===== src/rtl/core/dts_pkg.sv =====
package dts_pkg;

	localparam int SLOTS      = 16;
	localparam int SLOT_W     = 4;
	localparam int MASK_W     = 16;
	localparam int COUNT_W    = 5;

	localparam logic [COUNT_W-1:0] MAX_ACTIVE_RST = COUNT_W'(2);

	typedef enum logic [1:0] {
		ST_EMPTY     = 2'd0,
		ST_WAITING   = 2'd1,
		ST_RUNNING   = 2'd2,
		ST_COMPLETED = 2'd3
	} status_t;

	typedef enum logic [1:0] {
		CMD_ADD    = 2'd0,
		CMD_FINISH = 2'd1,
		CMD_SCAN   = 2'd2,
		CMD_REMOVE = 2'd3
	} cmd_t;

	typedef enum logic [2:0] {
		EV_NONE      = 3'd0,
		EV_ADDED     = 3'd1,
		EV_STARTED   = 3'd2,
		EV_COMPLETED = 3'd3,
		EV_REMOVED   = 3'd4,
		EV_REJECTED  = 3'd5
	} event_t;

endpackage


===== src/rtl/core/dependency_task_scheduler.sv =====
// channel   | direction | handshake                     | payload
// ----------+-----------+-------------------------------+------------------------------------
// command   | in        | start & !busy                 | command, slot, dep_mask
// result    | out       | result_valid, one cycle       | event_res, event_slot, running_count
// config    | in        | cfg_valid & cfg_ready         | cfg_data (max_active)
//
// one command per cycle; busy is never raised
// path: command register, then one pass of table logic into the result register,
// so result_valid rises in the cycle after the command register fills and is taken at the next edge
// the slot table and counters are plain flops updated in that one pass
// reset clears status, done flags, counters and pointer at once; no clearing pass
// the receiver cannot stall: every result is shown for exactly one cycle
module dependency_task_scheduler (
	input  logic                        clk,
	input  logic                        arst_n,
	input  logic                        start,
	output logic                        busy,
	input  logic [1:0]                  command,
	input  logic [dts_pkg::SLOT_W-1:0]  slot,
	input  logic [dts_pkg::MASK_W-1:0]  dep_mask,
	output logic                        result_valid,
	output logic [2:0]                  event_res,
	output logic [dts_pkg::SLOT_W-1:0]  event_slot,
	output logic [dts_pkg::COUNT_W-1:0] running_count,
	input  logic                        cfg_valid,
	output logic                        cfg_ready,
	input  logic [dts_pkg::COUNT_W-1:0] cfg_data
);
	import dts_pkg::*;

	// command register
	logic               valid_s1;
	cmd_t               cmd_s1;
	logic [SLOT_W-1:0]  slot_s1;
	logic [MASK_W-1:0]  mask_s1;

	// slot table
	status_t            status_q [SLOTS];
	logic [SLOTS-1:0]   done_q;
	logic [MASK_W-1:0]  deps_q [SLOTS];
	logic [COUNT_W-1:0] act_q;
	logic [SLOT_W-1:0]  ptr_q;
	logic [COUNT_W-1:0] max_active_q;

	// result register
	logic               res_valid_q;
	event_t             ev_q;
	logic [SLOT_W-1:0]  ev_slot_q;
	logic [COUNT_W-1:0] count_q;

	// next-state values
	status_t            status_d [SLOTS];
	logic [SLOTS-1:0]   done_d;
	logic [COUNT_W-1:0] act_d;
	logic [SLOT_W-1:0]  ptr_d;
	event_t             ev_d;
	logic [SLOT_W-1:0]  ev_slot_d;
	logic               dep_wr;
	logic               dep_zero;
	logic               dep_col_clr;
	logic               slot_ok;
	logic [SLOTS-1:0]   running_vec;

	assign busy      = 1'b0;
	assign cfg_ready = 1'b1;

	// slot numbers beyond the table are rejected
	assign slot_ok = (int'(slot_s1) < SLOTS);

	always_comb begin
		status_d    = status_q;
		done_d      = done_q;
		act_d       = act_q;
		ptr_d       = ptr_q;
		ev_d        = EV_REJECTED;
		ev_slot_d   = slot_s1;
		dep_wr      = 1'b0;
		dep_zero    = 1'b0;
		dep_col_clr = 1'b0;
		unique case (cmd_s1)
			CMD_ADD: begin
				if (slot_ok && status_q[slot_s1] == ST_EMPTY) begin
					status_d[slot_s1] = ST_WAITING;
					done_d[slot_s1]   = 1'b0;
					dep_wr            = 1'b1;
					ev_d              = EV_ADDED;
				end
			end
			CMD_FINISH: begin
				// repeated finish reports just set the flag again
				if (slot_ok && status_q[slot_s1] == ST_RUNNING) begin
					done_d[slot_s1] = 1'b1;
					ev_d            = EV_NONE;
				end
			end
			CMD_SCAN: begin
				ev_slot_d = ptr_q;
				ev_d      = EV_NONE;
				if (status_q[ptr_q] == ST_RUNNING && done_q[ptr_q]) begin
					// completion releases this slot's bit in every mask
					dep_col_clr     = 1'b1;
					status_d[ptr_q] = ST_COMPLETED;
					done_d[ptr_q]   = 1'b0;
					if (act_q != '0) begin
						act_d = act_q - COUNT_W'(1);
					end
					ev_d = EV_COMPLETED;
				end else if (status_q[ptr_q] == ST_WAITING && deps_q[ptr_q] == '0 &&
						act_q < max_active_q) begin
					status_d[ptr_q] = ST_RUNNING;
					done_d[ptr_q]   = 1'b0;
					act_d           = act_q + COUNT_W'(1);
					ev_d            = EV_STARTED;
				end
				// round-robin, empty slots included
				ptr_d = (int'(ptr_q) == SLOTS - 1) ? '0 : ptr_q + SLOT_W'(1);
			end
			CMD_REMOVE: begin
				if (slot_ok && status_q[slot_s1] == ST_COMPLETED) begin
					status_d[slot_s1] = ST_EMPTY;
					done_d[slot_s1]   = 1'b0;
					dep_zero          = 1'b1;
					ev_d              = EV_REMOVED;
				end
			end
			default: begin
			end
		endcase
	end

	// command capture, table state and result register
	always_ff @(posedge clk or negedge arst_n) begin
		if (!arst_n) begin
			valid_s1     <= 1'b0;
			res_valid_q  <= 1'b0;
			done_q       <= '0;
			act_q        <= '0;
			ptr_q        <= '0;
			max_active_q <= MAX_ACTIVE_RST;
			for (int i = 0; i < SLOTS; i++) begin
				status_q[i] <= ST_EMPTY;
			end
		end else begin
			valid_s1    <= start && !busy;
			res_valid_q <= valid_s1;
			if (cfg_valid && cfg_ready) begin
				max_active_q <= cfg_data;
			end
			if (valid_s1) begin
				status_q <= status_d;
				done_q   <= done_d;
				act_q    <= act_d;
				ptr_q    <= ptr_d;
			end
		end
	end

	// payload registers and dependency masks (masks undefined until an add writes them)
	always_ff @(posedge clk) begin
		if (start && !busy) begin
			cmd_s1  <= cmd_t'(command);
			slot_s1 <= slot;
			mask_s1 <= dep_mask;
		end
		if (valid_s1) begin
			ev_q      <= ev_d;
			ev_slot_q <= ev_slot_d;
			count_q   <= act_d;
			if (dep_col_clr) begin
				for (int i = 0; i < SLOTS; i++) begin
					deps_q[i][ptr_q] <= 1'b0;
				end
			end
			if (dep_wr) begin
				deps_q[slot_s1] <= mask_s1;
			end
			if (dep_zero) begin
				deps_q[slot_s1] <= '0;
			end
		end
	end

	assign result_valid  = res_valid_q;
	assign event_res     = ev_q;
	assign event_slot    = ev_slot_q;
	assign running_count = count_q;

	always_comb begin
		for (int i = 0; i < SLOTS; i++) begin
			running_vec[i] = (status_q[i] == ST_RUNNING);
		end
	end

	// the active count tracks the number of running slots
	a_count_matches: assert property (@(posedge clk) disable iff (!arst_n)
		$countones(running_vec) == int'(act_q))
		else $error("active count out of step with running slots");

	// a done flag only ever sits on a running slot
	a_done_on_running: assert property (@(posedge clk) disable iff (!arst_n)
		(done_q & ~running_vec) == '0)
		else $error("done flag on a slot that is not running");

	// every captured command yields exactly one result strobe
	a_one_result: assert property (@(posedge clk) disable iff (!arst_n)
		valid_s1 |=> result_valid)
		else $error("captured command produced no result");

	// the scan pointer moves only on a scan tick
	a_ptr_scan_only: assert property (@(posedge clk) disable iff (!arst_n)
		!(valid_s1 && cmd_s1 == CMD_SCAN) |=> $stable(ptr_q))
		else $error("scan pointer moved without a scan tick");

endmodule

===== config.mk =====
export PLATFORM = sky130hd
export DESIGN_NAME = dependency_task_scheduler
export DESIGN_NICKNAME = d
export VERILOG_FILES = /design/src/rtl/core/dts_pkg.sv /design/src/rtl/core/dependency_task_scheduler.sv
export SDC_FILE = /design/constraint.sdc
export NUM_CORES = 1
export LEC_CHECK = 0
export ABC_AREA = 1
export BUFFER_PORTS_ARGS = -buffer_cell sky130_fd_sc_hd__buf_2
export CELL_PAD_IN_SITES_DETAIL_PLACEMENT = 1
export CELL_PAD_IN_SITES_GLOBAL_PLACEMENT = 2
export CORE_MARGIN = 1
export CORE_UTILIZATION = 38
export CTS_BUF_LIST = sky130_fd_sc_hd__clkbuf_4 sky130_fd_sc_hd__clkbuf_8 sky130_fd_sc_hd__clkbuf_16
export DETAILED_ROUTE_END_ITERATION = 12
export PLACE_DENSITY = 0.85
export SLEW_MARGIN = 20
export SYNTH_ARGS = -nofsm -noshare
export SYNTH_HDL_FRONTEND = slang
export SYNTH_SLANG_ARGS = --single-unit

===== constraint.sdc =====
create_clock -name clk -period 3.1 [get_ports clk]
set_input_delay 0.31 -clock clk [delete_from_list [all_inputs] [get_ports clk]]
set_output_delay 0.31 -clock clk [all_outputs]
set_load 0.01 [all_outputs]

# == Word-level counts from Yosys, hierarchy flattened ==
# Memories as Yosys holds them, arrays and structs flattened.
# Index checks and enable logic that the tools add are counted.
# totals
regBits,98
ramBits,256
input_bits,31
output_inout_bits,15
memories,1
# memory_table
name,depth,word_bits,read_ports,rd_ports_with_merged_regs,write_ports,line,text
deps_q,16,16,1,0,16,dependency_task_scheduler.sv:40,logic [MASK_W-1:0] deps_q [SLOTS];
# classes
addsub,3
order_cmp,9
n_eq_ne,12
mux,58
bitwise,17
n_reduce_logical,16
# ops
op,count
2-to-1 mux 16 bit,9
2-to-1 mux 32 bit,4
case mux 32 bit (3 select lines),1
bitwise AND 16 bit,4
NOT 16 bit,4
case mux 16 bit (4 select lines),1
OR 16 bit,3
bitwise AND 32 bit,1
NOT 32 bit,1
OR 32 bit,1
2-to-1 mux 5 bit,4
2-to-1 mux 1 bit,18
binary-select mux 2 bit (select 4 bit),2
demux 2 bit (select 4 bit),2
logical NOT 16 bit,1
2-to-1 mux 2 bit,8
OR reduction 16 bit,1
2-to-1 mux 4 bit,3
case mux 3 bit (4 select lines),1
"== test 2 bit, second input constant",5
">= comparator 5 bit, second input constant",2
"< comparator 4 x 5 -> 1 bit, second input constant",2
"< comparator 5 x 1 -> 1 bit, second input constant",2
NOT 4 -> 5 bit,2
other kinds (19),33

# == Logic depth before layout (Yosys ltp) ==
# logic_depth
ltp_word,13
mapped_depth,23
depth_no_buf,19

# == Worst setup path after synthesis ==
# Ideal clock, no wire load.
# synth_path
kind,reg2reg
from,register ptr_q[0]
to,"memory deps_q[11][10], enable pin"
setup_ns,0.293
arrival_ns,2.243
setup_slack_ns,0.564
path_stages_with_launch,18
n_path_buf,6
path_cell_list,dfrtp_1 > buf_6 > inv_2 > buf_6 > buf_6 > buf_4 > nand2_1 > nand3_1 > nand2_1 > nand2_1 > nand2_1 > nor3_2 > nand3_2 > clkinv_1 > buf_2 > nand3_1 > buf_2 > nand2_1
# synth_rtl
item,line,text
from (decl),dependency_task_scheduler.sv:42,logic [SLOT_W-1:0] ptr_q;
from (signal assigned),dependency_task_scheduler.sv:153,ptr_q <= ptr_d;
to (decl),dependency_task_scheduler.sv:40,

# == Worst setup path after layout ==
# layout_path
from,register ptr_q[0]
to,register status_q[27] in the netlist's numbering
# layout_between
elab_chain_cells,9
# layout_rtl
item,line,text
NOT 4 -> 5 bit (implied by the code),-,
>= comparator 5 bit (implied by the code) (tied with other cells),"dependency_task_scheduler.sv:102, dependency_task_scheduler.sv:110",
logical AND 1 bit (implied by the code) or 2-to-1 mux 2 bit (tied branches),-,
"2-to-1 mux 2 bit, on equally long branches",-,
demux 2 bit (select 4 bit) or == test 2 x 1 -> 1 bit (tied branches),"dependency_task_scheduler.sv:102, dependency_task_scheduler.sv:110, dependency_task_scheduler.sv:108",
OR 16 bit (no source line) or logical AND 1 bit (tied branches),-,
2-to-1 mux 32 bit or logical AND 1 bit (tied branches),dependency_task_scheduler.sv:108,end else if (status_q[ptr_q] == ST_WAITING && deps_q[ptr_q] == '0 &&
2-to-1 mux 32 bit or inequality test 3 bit (tied branches),-,
case mux 32 bit (3 select lines) or AND reduction 5 bit (tied branches),-,
to (signal assigned),dependency_task_scheduler.sv:150,status_q <= status_d;
to (decl),dependency_task_scheduler.sv:38,status_t status_q [SLOTS];
# Several ways; a longest one is shown, not always the timed one. The select of a mux whose other input is x is not followed.
# A chain may end at the register's enable or synchronous reset.

==> flow_summary_export.csv <==
group,metric,value,unit
outcome,status,"complete, no violations",
clock_tree,clock-sinks,354,
place,gp_congestion,0.906,
timing,setup_viol_count_final,0,
critical_path,crit_slowest_cell,"dfrtp_4",
pwr,intPower,11.0,mW
timing,whs,35.7,ps
timing,fin_worst_skew,22.1,ps
global_routing,grt_pass1_vias,19400,
critical_path,crit_type,"reg -> reg",
drt,drc_errors,0,
floorplan,die_area,54600,µm²
floorplan,coreArea,52800,µm²
layout,syn_to_final_growth,20.1,%
logic_synthesis,yosysSeqAreaShare,50.6,%
run,drv_cap,0,
timing,hold_violations,0,
place,dp_hpwl,49.7,mm
logic_synthesis,synth_simple_gate_area_share,31.3,%
critical_path,worstPathCellList,"buf_12 > buf_16 > nand2_1 > nand3_1 > nand2_1 > nand2_2 > nand4_1 > nor2_1 > buf_4 > nand2_2 > nor2_4 > nand2_2 > nand2_2 > nand3_4 > nor2_4 > buf_12 > clkbuf_16 > o21ai_0",
logic_synthesis,synth_top_area_share,42.7,%
clock_tree,htreeDepth,2,
clock_tree,cts_made_buffers,43,
layout,drive_above_1_share,11.8,%
logic_synthesis,syn-cell-area,20400,µm²
logic_synthesis,yosysMostFrequentCell,"nand2_1",
logic_synthesis,synth_xor_area_share,0.129,%
logic_synthesis,avgSynthCellArea,7.52,µm²
clock_tree,clk_latency,600,ps
critical_path,critPathMaxStageDelay,510,ps
timing,tns,0,ps
layout,nNetsFinal,2855,
pwr,peakVddDrop,0.000491,V
critical_path,crit_path_frequent_cell,"nand2_2",
floorplan,die_x,234,µm
pwr,p_leak,12.3,nW
critical_path,cp-start-kind,"flop",
global_routing,grt_max_degree,58,
global_routing,grt_usage,27.4,%
floorplan,initial_core_util,38.6,%
logic_synthesis,synth_seq_cells,354,
timing,setup_slack,75.8,ps
timing,max_freq,331,MHz
logic_synthesis,synth.distinct_cells,39,
logic_synthesis,synth.area.top_cells,"edfxtp_1 43%, nand2_1 18%, dfrtp_1 7.7%, nor2_1 7.6%, inv_1 5.0%",
logic_synthesis,synthAdderAreaFrac,0.614,%
place,port_buffers,43,
critical_path,cp.arrival,3480,ps
logic_synthesis,yosysTopAreaCell,"edfxtp_1",
drt,num_vias,19100,
drt,first_iter_violations,1302,
floorplan,rows,84,
clock_tree,ctsLongestPathBuffers,3,
floorplan,ios,46,
pwr,combPwrFrac,39.4,%
drt,wl_per_cell,21.5,µm
timing,finalCriticalPeriod,3020,ps
layout,insertedDiodeCount,0,
clock_tree,path_clk_slew,60,ps
pwr,p_sw,7.07,mW
timing,period_share,97.6,%
logic_synthesis,synth_commonest_cells,"957 x nand2_1, 414 x nor2_1, 290 x edfxtp_1",
timing,relSlewSlack,49.0,%
pwr,swShare,39.2,%
logic_synthesis,syn-num-nets,2753,
pwr,power_frac_seq,32.2,%
logic_synthesis,synth_compound_area_share,7.77,%
critical_path,required,3560,ps
drt,antenna_left,0,
global_routing,antenna_found_initial,1,
logic_synthesis,syn_inst,2712,
logic_synthesis,synth_top_family_by_area,"simple AND/OR/NAND/NOR gates",
logic_synthesis,synthArstFlopShare,18.1,%
floorplan,die_h,234,µm
critical_path,critPathMaxFanout,23,
timing,worst_pin_slew,765,ps
min_path,min_path_type,"in -> reg",
drt,routed_via_density,5.40,
clock_tree,cts_root_buffer,"clkbuf_16",
pwr,power_density,737,nW/µm²
pwr,p_clk_share,28.4,%
place,place_ws,-129,ps
logic_synthesis,synth_ff_type,"edfxtp_1",
logic_synthesis,synth-edff-count,290,
drt,wl,76.0,mm
clock_tree,cts_tree,"built",
global_routing,grt.overflow.total,0,
drt,drt_pass1_iterations,8,
global_routing,grt_pass1_wl,113,mm
critical_path,cp-end-kind,"flop",
logic_synthesis,muxShareOfSynthArea,0,%
timing,rsz0062_at_grt,"true",
timing,drv_slew,0,
logic_synthesis,yosys_warnings,0,
## repair_timing
item / CTS / global route
gates resized for setup: 3 / 68
pin swaps: 1 / 12
buffers inserted: 1 / 18
hold endpoints to repair: 51 / 0
cloned: 0 / 16
setup endpoints to repair: 115 / 491
hold buffers: 29 / 0
## path summary, 6_finish.rpt
path	cells past startpoint	startpoint	to	slack, ps
max in group asynchronous	3	arst_n	max_active_q[1]	2010
max	18	ptr_q[0]	status_q[27]	80
min reg2reg	2	done_q[1]	done_q[1]	520
max reg2reg	18	ptr_q[0]	status_q[27]	80
min in group asynchronous	2	arst_n	status_q[0]	330
min	2	cfg_valid	max_active_q[3]	40
## sequential cells by signal, summed over array words and instances (netlist names), 2 cells and up
register,cells
deps_q,256
status_q,32
done_q,16
mask_s1,16
act_q,5
max_active_q,5
running_count,5
event_slot,4
ptr_q,4
slot_s1,4
event_res,3
cmd_s1,2
## per-stage QoR
stage	std cells	utilization, %	total power [mW]	area [µm²]
after floorplan	2712	-	9.71	20400
after global placement	3393	41.9	12.0	22100
after detailed placement	3393	41.9	12.1	22100
after CTS	3497	45.1	17.4	23800
after global routing	3531	46.4	18.9	24500
final	3531	46.4	18.1	24500
## layout make-up
class	count	area [µm²]
clock buffers	53	1160
fillers	6416	28300
flip-flops and latches	354	10300
clock inverters	21	233
repair buffers	239	2570
inverters	279	1070
multi-input cells	1896	8280
repair inverters	1	7.51
well taps	688	861
## critical path, delay by kind of cell, from the launching register on
| kind | cells | cell delay [ps] |
|---|---|---|
| buffers and inverters | 5 | 840 |
| AOI/OAI and AO/OA | 1 | 80 |
| DFF | 1 | 510 |
| and+or+nand+nor | 12 | 1440 |
## power groups by stage
| stage | logic [mW] | clock network, mW | registers (mW) |
|---|---|---|---|
| floorplan | 3.91 | 0 | 5.80 |
| global placement | 6.10 | 0 | 5.85 |
| detailed placement | 6.27 | 0 | 5.88 |
| CTS | 6.36 | 5.23 | 5.78 |
| global route | 7.70 | 5.37 | 5.85 |
| finish | 7.11 | 5.14 | 5.80 |
## placed cells by master, fill, tap and decap left out, types with 16 or more instances in the layout
cell,netlist,routed
nand2_2,2,23
o21ai_0,152,148
buf_2,89,43
dfrtp_1,63,61
o22ai_1,17,17
o311ai_0,16,16
edfxtp_1,290,290
dlygate4sd3_1,0,29
clkbuf_16,0,54
inv_1,274,270
nor2_1,414,400
buf_12,0,41
nand2_1,957,934
buf_4,19,102
o211ai_1,36,36
o21ai_1,24,27
a21oi_1,26,26
nand3_1,189,188
## metal layers
metal,vias up,routed length [µm],GRT usage (%)
met5,-,0,0
met1,9627,33200,35.5
met2,443,36800,47.4
met3,129,3510,3.25
li1,8862,-,-
met4,0,2500,8.48
## cell families after synthesis
logic type | after synthesis
simple gates | 1603
buf+inv | 462
flops | 354
compound gates | 278
fa+ha+maj | 10
xor+xnor | 3
other cells | 2
Note: power is estimated with default switching activity, not from simulation.
